## src/design/msrc_pkg.sv

```systemverilog
// ----------------------------------------------------------------------------
// msrc_pkg
// Shared types and constants for the Modbus sensor response checker.
// ----------------------------------------------------------------------------
package msrc_pkg;

   // frame geometry
   localparam int DATA_BYTES = 14;
   localparam int DATA_IDX_W = $clog2(DATA_BYTES);
   localparam int POS_W      = 5;

   localparam logic [POS_W-1:0] HDR_BYTES = POS_W'(3);
   localparam logic [POS_W-1:0] CRC_POS   = POS_W'(DATA_BYTES + 3);
   localparam logic [POS_W-1:0] FRAME_LEN = POS_W'(DATA_BYTES + 5);
   localparam logic [POS_W-1:0] POS_SAT   = POS_W'(DATA_BYTES + 6);

   // header byte positions
   localparam logic [POS_W-1:0] POS_ADDRESS  = POS_W'(0);
   localparam logic [POS_W-1:0] POS_FUNCTION = POS_W'(1);
   localparam logic [POS_W-1:0] POS_COUNT    = POS_W'(2);

   localparam logic [7:0] BYTE_COUNT = 8'(DATA_BYTES);

   // CRC-16/Modbus
   localparam logic [15:0] CRC_INIT = 16'hFFFF;
   localparam logic [15:0] CRC_POLY = 16'hA001;

   // error codes
   localparam logic [2:0] ERR_NONE     = 3'd0;
   localparam logic [2:0] ERR_LENGTH   = 3'd1;
   localparam logic [2:0] ERR_ADDRESS  = 3'd2;
   localparam logic [2:0] ERR_FUNCTION = 3'd3;
   localparam logic [2:0] ERR_COUNT    = 3'd4;
   localparam logic [2:0] ERR_CRC      = 3'd5;

   // configuration register indexes
   localparam logic CSR_SLAVE_ADDRESS = 1'b0;
   localparam logic CSR_FUNCTION_CODE = 1'b1;

   // one result word
   typedef struct packed {
      logic               frame_ok;
      logic [2:0]         error_code;
      logic [31:0]        light_raw;
      logic signed [15:0] temperature_raw;
      logic [31:0]        pressure_raw;
      logic [15:0]        humidity_raw;
      logic [15:0]        altitude_m;
   } rsp_type;

endpackage

```

## src/design/msrc_crc_byte.sv

```systemverilog
// ----------------------------------------------------------------------------
// msrc_crc_byte
// One byte of CRC-16/Modbus, eight reflected shift steps unrolled.
// ----------------------------------------------------------------------------
module msrc_crc_byte
   import msrc_pkg::*;
(
   input  logic [15:0] crc_in,
   input  logic [7:0]  data_byte,
   output logic [15:0] crc_out
);

   // reflected LFSR, LSB first
   always_comb begin
      logic [15:0] c;
      c = crc_in ^ {8'h00, data_byte};
      for (int k = 0; k < 8; k++) begin
         if (c[0]) begin
            c = (c >> 1) ^ CRC_POLY;
         end else begin
            c = c >> 1;
         end
      end
      crc_out = c;
   end

endmodule

```

## src/design/msrc_frame_tracker.sv

```systemverilog
// ----------------------------------------------------------------------------
// msrc_frame_tracker
// Per-frame state: CRC, byte count, header check and data byte store.
// Builds the result word on the last byte of a frame.
// ----------------------------------------------------------------------------
module msrc_frame_tracker
   import msrc_pkg::*;
(
   input  logic       clock,
   input  logic       reset,
   input  logic       step_en,
   input  logic [7:0] rx_byte,
   input  logic       frame_end,
   input  logic [7:0] slave_address,
   input  logic [7:0] function_code,
   output rsp_type    result
);

   logic [15:0]      crc_ff, crc_in, crc_upd;
   logic [POS_W-1:0] pos_ff, pos_in;
   logic [2:0]       hdr_ff, hdr_in;
   logic [7:0]       crc_low_ff;
   logic [7:0]       data_ff [DATA_BYTES];
   logic [POS_W-1:0] data_off;
   logic [DATA_IDX_W-1:0] data_idx;
   logic             in_data;
   logic [2:0]       err;

   msrc_crc_byte u_crc (
      .crc_in    (crc_ff),
      .data_byte (rx_byte),
      .crc_out   (crc_upd)
   );

   assign data_off = pos_ff - HDR_BYTES;
   assign data_idx = data_off[DATA_IDX_W-1:0];
   assign in_data  = (pos_ff >= HDR_BYTES) && (pos_ff < CRC_POS);

   // next frame state for this byte
   always_comb begin
      crc_in = (pos_ff < CRC_POS) ? crc_upd : crc_ff;
      pos_in = (pos_ff < POS_SAT) ? pos_ff + POS_W'(1) : pos_ff;
      hdr_in = hdr_ff;
      if (hdr_ff == ERR_NONE) begin
         if (pos_ff == POS_ADDRESS && rx_byte != slave_address) begin
            hdr_in = ERR_ADDRESS;
         end else if (pos_ff == POS_FUNCTION && rx_byte != function_code) begin
            hdr_in = ERR_FUNCTION;
         end else if (pos_ff == POS_COUNT && rx_byte != BYTE_COUNT) begin
            hdr_in = ERR_COUNT;
         end
      end
   end

   // checks in priority order; CRC high byte is the current byte
   always_comb begin
      priority if (pos_in != FRAME_LEN) begin
         err = ERR_LENGTH;
      end else if (hdr_in != ERR_NONE) begin
         err = hdr_in;
      end else if ({rx_byte, crc_low_ff} != crc_in) begin
         err = ERR_CRC;
      end else begin
         err = ERR_NONE;
      end
   end

   // result word, value fields zero on a failed frame
   always_comb begin
      result            = '0;
      result.frame_ok   = (err == ERR_NONE);
      result.error_code = err;
      if (err == ERR_NONE) begin
         result.light_raw       = {data_ff[0], data_ff[1], data_ff[2], data_ff[3]};
         result.temperature_raw = signed'({data_ff[4], data_ff[5]});
         result.pressure_raw    = {data_ff[6], data_ff[7], data_ff[8], data_ff[9]};
         result.humidity_raw    = {data_ff[10], data_ff[11]};
         result.altitude_m      = {data_ff[12], data_ff[13]};
      end
   end

   // frame control state, restarts after the last byte
   always_ff @(posedge clock) begin
      if (reset) begin
         crc_ff <= CRC_INIT;
         pos_ff <= '0;
         hdr_ff <= ERR_NONE;
      end else if (step_en) begin
         if (frame_end) begin
            crc_ff <= CRC_INIT;
            pos_ff <= '0;
            hdr_ff <= ERR_NONE;
         end else begin
            crc_ff <= crc_in;
            pos_ff <= pos_in;
            hdr_ff <= hdr_in;
         end
      end
   end

   // data and CRC low byte store
   always_ff @(posedge clock) begin
      if (step_en && in_data) begin
         data_ff[data_idx] <= rx_byte;
      end
      if (step_en && pos_ff == CRC_POS) begin
         crc_low_ff <= rx_byte;
      end
   end

endmodule
```

## config.mk

```make
export PLATFORM = sky130hd
export DESIGN_NAME = msrc_frame_tracker
export DESIGN_NICKNAME = d
export VERILOG_FILES = /design/src/design/msrc_pkg.sv /design/src/design/msrc_crc_byte.sv /design/src/design/msrc_frame_tracker.sv
export SDC_FILE = /design/constraint.sdc
export NUM_CORES = 1
export LEC_CHECK = 0
export BUFFER_PORTS_ARGS = -buffer_cell sky130_fd_sc_hd__buf_2
export CAP_MARGIN = 25
export CORE_ASPECT_RATIO = 0.6
export CORE_UTILIZATION = 35
export CTS_CLUSTER_DIAMETER = 60
export CTS_CLUSTER_SIZE = 10
export DETAILED_ROUTE_END_ITERATION = 10
export PLACE_DENSITY = 0.57
export SYNTH_ARGS = -nofsm -noshare
export SYNTH_HDL_FRONTEND = slang
export SYNTH_SLANG_ARGS = --single-unit
```

## constraint.sdc

```tcl
create_clock -name clock -period 3.35 [get_ports clock]
set_clock_uncertainty 0.05 [all_clocks]
set_input_delay 0.1675 -clock clock [delete_from_list [all_inputs] [get_ports clock]]
set_output_delay 0.1675 -clock clock [all_outputs]
set_load 0.01 [all_outputs]
```

# Word-level counts from Yosys, hierarchy flattened
# Memories as Yosys holds them, arrays and structs flattened.
# Index checks and enable logic that the tools add are counted.
[totals]
ff_bits = 32
ramBits = 112
input_bits = 28
out_inout_bits = 116
word_cells = 60
mem_count = 1
[mem_list]
columns = ["memory", "depth", "word_bits", "rd", "rd_clocked_by_memory_dff", "write_ports", "line_no", "rtl"]
rows = [
  ["data_ff", 14, 8, 14, 0, 1, "msrc_frame_tracker.sv:23", "logic [7:0] data_ff [DATA_BYTES];"],
]
[classes]
add_sub_neg = 2
order_cmp = 3
eq_ne = 8
mux = 23
bitwise_logic = 9
reduce_logical = 10
[ops]
columns = ["operator", "count"]
rows = [
  ["2-to-1 mux 16 bit", 10],
  ["2-to-1 mux 112 bit", 1],
  ["2-to-1 mux 3 bit", 8],
  ["inverter 2 -> 3 bit", 8],
  ["!= test 16 bit", 1],
  ["!= test 8 bit", 2],
  ["bitwise XOR 16 x 8 -> 16 bit", 1],
  ["< comparator 5 bit, second input constant", 2],
  ["2-to-1 mux 5 bit", 2],
  ["!= test 8 x 4 -> 1 bit, second input constant", 1],
  ["logical AND 1 bit", 6],
  ["logical NOT 3 bit", 2],
  ["adder 5 x 1 -> 5 bit, second input constant", 1],
  ["equality test 5 x 1 -> 1 bit, second input constant", 1],
  ["equality test 5 x 2 -> 1 bit, second input constant", 1],
  ["equality test 5 bit, second input constant", 1],
  ["greater-or-equal comparator 5 x 2 -> 1 bit, second input constant", 1],
  ["logical NOT 5 bit", 1],
  ["!= test 5 bit, second input constant", 1],
  ["subtractor 4 x 2 -> 4 bit, second input constant", 1],
  ["nonzero test 3 bit", 1],
  ["2-to-1 mux 1 bit", 2],
]

# Logic depth before layout (Yosys ltp)
[logic_depth]
word_depth = 24
depth_mapped = 11
mapped_depth_nobuf = 8

# Hierarchy
# A second synthesis with hierarchy kept.
[unflattened]
hier_cells = 544
area_unflattened_um2 = 6755.2
[modules_own_cells]
columns = ["mod", "instances", "cells_per_inst", "area_per_inst_um2", "seq_area_each_um2"]
rows = [
  ["msrc_frame_tracker", 1, 515, 6471.2, 4083.9],
  ["msrc_crc_byte", 1, 29, 284.0, 0.0],
]

# Least setup slack after synthesis
# OpenSTA, ideal clock, no wires.
[synth_timing]
kind = "register to output"
startpoint = "reg pos_ff[0]"
endpoint = "out result[100] in the netlist's numbering"
arrival_time_ps = 2591
setup_slack_ps = 541
path_stages_with_launch = 12
cell_sequence = "dfxtp_1 -> buf_2 -> o41ai_4 -> buf_4 -> o221ai_1 -> nand2_1 -> o21ai_1 -> nor4_1 -> nand4_1 -> buf_4 -> buf_6 -> nor3_2"
[synth_rtl]
columns = ["element", "line_no", "rtl"]
rows = [
  ["start, declared", "msrc_frame_tracker.sv:20", "logic [POS_W-1:0] pos_ff, pos_in;"],
  ["start signal, assigned", "msrc_frame_tracker.sv:95", "pos_ff <= pos_in;"],
  ["end, declared", "msrc_frame_tracker.sv:16", "output rsp_type result"],
]

==> results.yml <==
setup_path:
  rrSetupSlack_ns: 0.74
  reg2reg_from: "pos_ff[0]"
  crit_required_ns: 3.13
  crit_chain: "xnor2_2 -> xnor2_2 -> xor3_1 -> nand4b_1 -> a22oi_2 -> nand4_1 -> buf_6 -> buf_12 -> nor3_1 -> buf_2"
  cpMaxStageDelayCell: "xor3_1"
  critPathMostFrequentCell: "xnor2_2"
  crit_buf_inv: 3
  r2r_cells: 7
  crit_type: "register to output pin"
  critPathMaxStageDelay_ns: 0.48
  cp_top_family: "XOR/XNOR gates"
  cp-start-kind: "register"
  end_kind: "output pin"
  r2r_end: "data_ff[8][7]"
  arrival_ns: 3.04
  worstPathMaxFanout: 34
place:
  port_buffers: 143
  dp.cells: 1096
  gp_congestion: 0.891
  hpwl_um: 14100
floorplanning:
  top_level_ports: 144
  core_um2: 20100
  num_rows: 40
  die_h_um: 113
  start_util_pct: 36.0
  die_x_um: 188
  dieArea_um2: 21300
final_layout:
  fin_nets: 884
  area_growth_pct: 31.1
  drive_gt1_share_pct: 39.3
  diodes: 0
  fin_cells: 1136
  finish.utilization_pct: 47.2
power_and_ir_drop:
  power_density_nw_per_um2: 461
  leakagePower_nw: 3.97
  ir_drop_mv: 0.370
worst_hold_path:
  min_path_type: "input port to register"
  hold_start: "step_en"
  min_to: "pos_ff[2]"
  hold_depth: 2
synth:
  synth_edf_count: 120
  synth_fp_nets: 708
  ys_seq_elements: 144
  synth_area_leaders: "edfxtp_1 (50%), nor3_2 (6.8%), dfxtp_1 (6.6%)"
  synth_area_per_cell_um2: 10.7
  synth_commonest_cells: "inv_1 (126), edfxtp_1 (120), nor3_1 (72)"
  synth.distinct_cells: 53
  synth_cells: 674
  yosysTopAreaCellShare_pct: 49.8
  synth.most_common_cell: "inv_1"
  synthFlopType: "edfxtp_1"
  async_flop_share_pct: 0
  syn_area_um2: 7230
  seq_area_frac_synth_pct: 56.5
  yosysWarnings: 0
  synth.largest_area_cell: "edfxtp_1"
job:
  max-cap-violations: 0
timing:
  fin_crit_sh_pct: 97.3
  setup_viol: 0
  fmax_mhz: 307
  slew_viol_final: 0
  maxSlewHeadroom_pct: 41.7
  hold_violations: 0
  worst_slew_pin_slew_ns: 0.870
  rsz0062_at_grt: "yes"
  min_period_ns: 3.26
detailed_routing:
  vias: 5527
  drt_iter0_markers: 489
  drc: 0
  routed_wl_um: 20400
  dr.pass1.iters: 5
  antenna_left: 0
  vias_per_cell: 4.87
  detail_route.wl_per_cell_um: 18.0
outcome:
  status: "finished clean"
cts:
  cts.sinks: 144
  clkTransAtPathRegs_ns: 0.07
  clkLatencyLatePin_ns: 0.42
  cts_root_buffer: "clkbuf_16"
  cts_buffers: 17
  cts_max_level: 4
  cts_tree: "done"
  cts_buffer_depth: 2
  postCtsHoldBufs: 0
global_routing:
  grt_max_degree: 48
  grt_antenna_before_repair: 1
  overflow: 0
  grt_pass1_wl_um: 30300
  grt_pass1_vias: 5059
  grt_util_all_layers_pct: 19.0
==> layer usage <==
metal	part of all wire, %	track usage, %	up-vias	wire, um
li1	-	-	2644	-
met1	51	30.0	2639	10400
met2	40	25.8	225	8260
met3	7.4	4.50	17	1510
met4	0.85	4.44	2	173
met5	0.064	0	-	13
==> worst max-delay path by stage <==
stage	startpoint	cells past startpoint	end	slack, ns
CTS	pos_ff[0]	11	result[37]	0.01
floorplan	pos_ff[0]	11	result[100]	0.54
finish	crc_ff[2]	10	result[6]	0.09
global route	pos_ff[0]	9	result[4]	-0.03
detailed placement	rx_byte[1]	12	result[37]	0.19
global placement	rx_byte[1]	12	result[36]	0.24
==> area by class of cell <==
type                       instances  area (um^2)
fill                            1882        10600
sequential                       144         4090
multi-input combinational        358         2760
timing repair buffer             203         1210
inverter                         126          473
clock buffer                      17          425
tap                              273          342
clock inverter                    15          189
==> registers in the layout, summed over array words and instances (netlist names) <==
name	count
hdr_ff	3
crc_low_ff	8
pos_ff	5
data_ff	112
crc_ff	16
==> power by group <==
group	internal [mW]	switching, mW	leakage (nW)
Combinational	0.191	0.211	2.39
Sequential	1.95	0.0233	1.27
Clock	1.14	0.853	0.302
==> stage by stage <==
stage	hold WS (ns)	TNS (ns)	instance area, um^2	power (mW)	worst slack (ns)
2_1_floorplan	0.216	0	7230	2.23	0.541
3_3_place_gp	0.475	0	8510	2.38	0.235
3_5_place_dp	0.479	0	8510	2.38	0.187
4_1_cts	0.0422	0	9160	4.37	0.0120
5_1_grt	0.0610	-0.335	9490	4.50	-0.0275
6_report	0.0543	0	9490	4.37	0.0893
==> cell usage in the layout, fill, tap and decap left out, types with 18 or more instances in the layout <==
master    netlist  layout
buf_4           2      52
nand2_1        18      18
buf_2           9     145
a21oi_1        21      21
nor3_2         49      68
xnor2_1        27      20
edfxtp_1      120     120
nor2_1         40      40
nor3_1         72      44
dfxtp_1        24      18
inv_1         126     126
==> logic make-up (layout without fill, tap and decap cells) <==
logic type / count (synthesis) / count (layout) / synth area share [%]
and+or+nand+nor: 230 / 230 / 19.3
buffers and inverters: 172 / 361 / 9.70
DFF: 144 / 144 / 56.5
AOI/OAI and AO/OA: 70 / 70 / 6.59
xor gates and xnor gates: 49 / 49 / 6.54
adders and majority gates: 6 / 6 / 1.04
muxes: 3 / 3 / 0.415
==> worst register-to-register path, delay by kind of cell, from the launching register on <==
kind	cells	cell delay (ns)
AOI/OAI and AO/OA	1	0.45
adders and majority gates	1	0.35
buffers and inverters	3	0.57
DFF	1	0.41
and+or+nand+nor	2	0.50
==> what timing repair did <==
item | 4_1_cts | 5_1_grt
endpoints found under the setup margin | 78 | 114
setup buffers | 1 | 5
hold endpoints to repair | 0 | 0
cloned | 0 | 2
pin swaps | 0 | 5
gates resized for setup | 5 | 55
(Power assumes the default switching activity.)
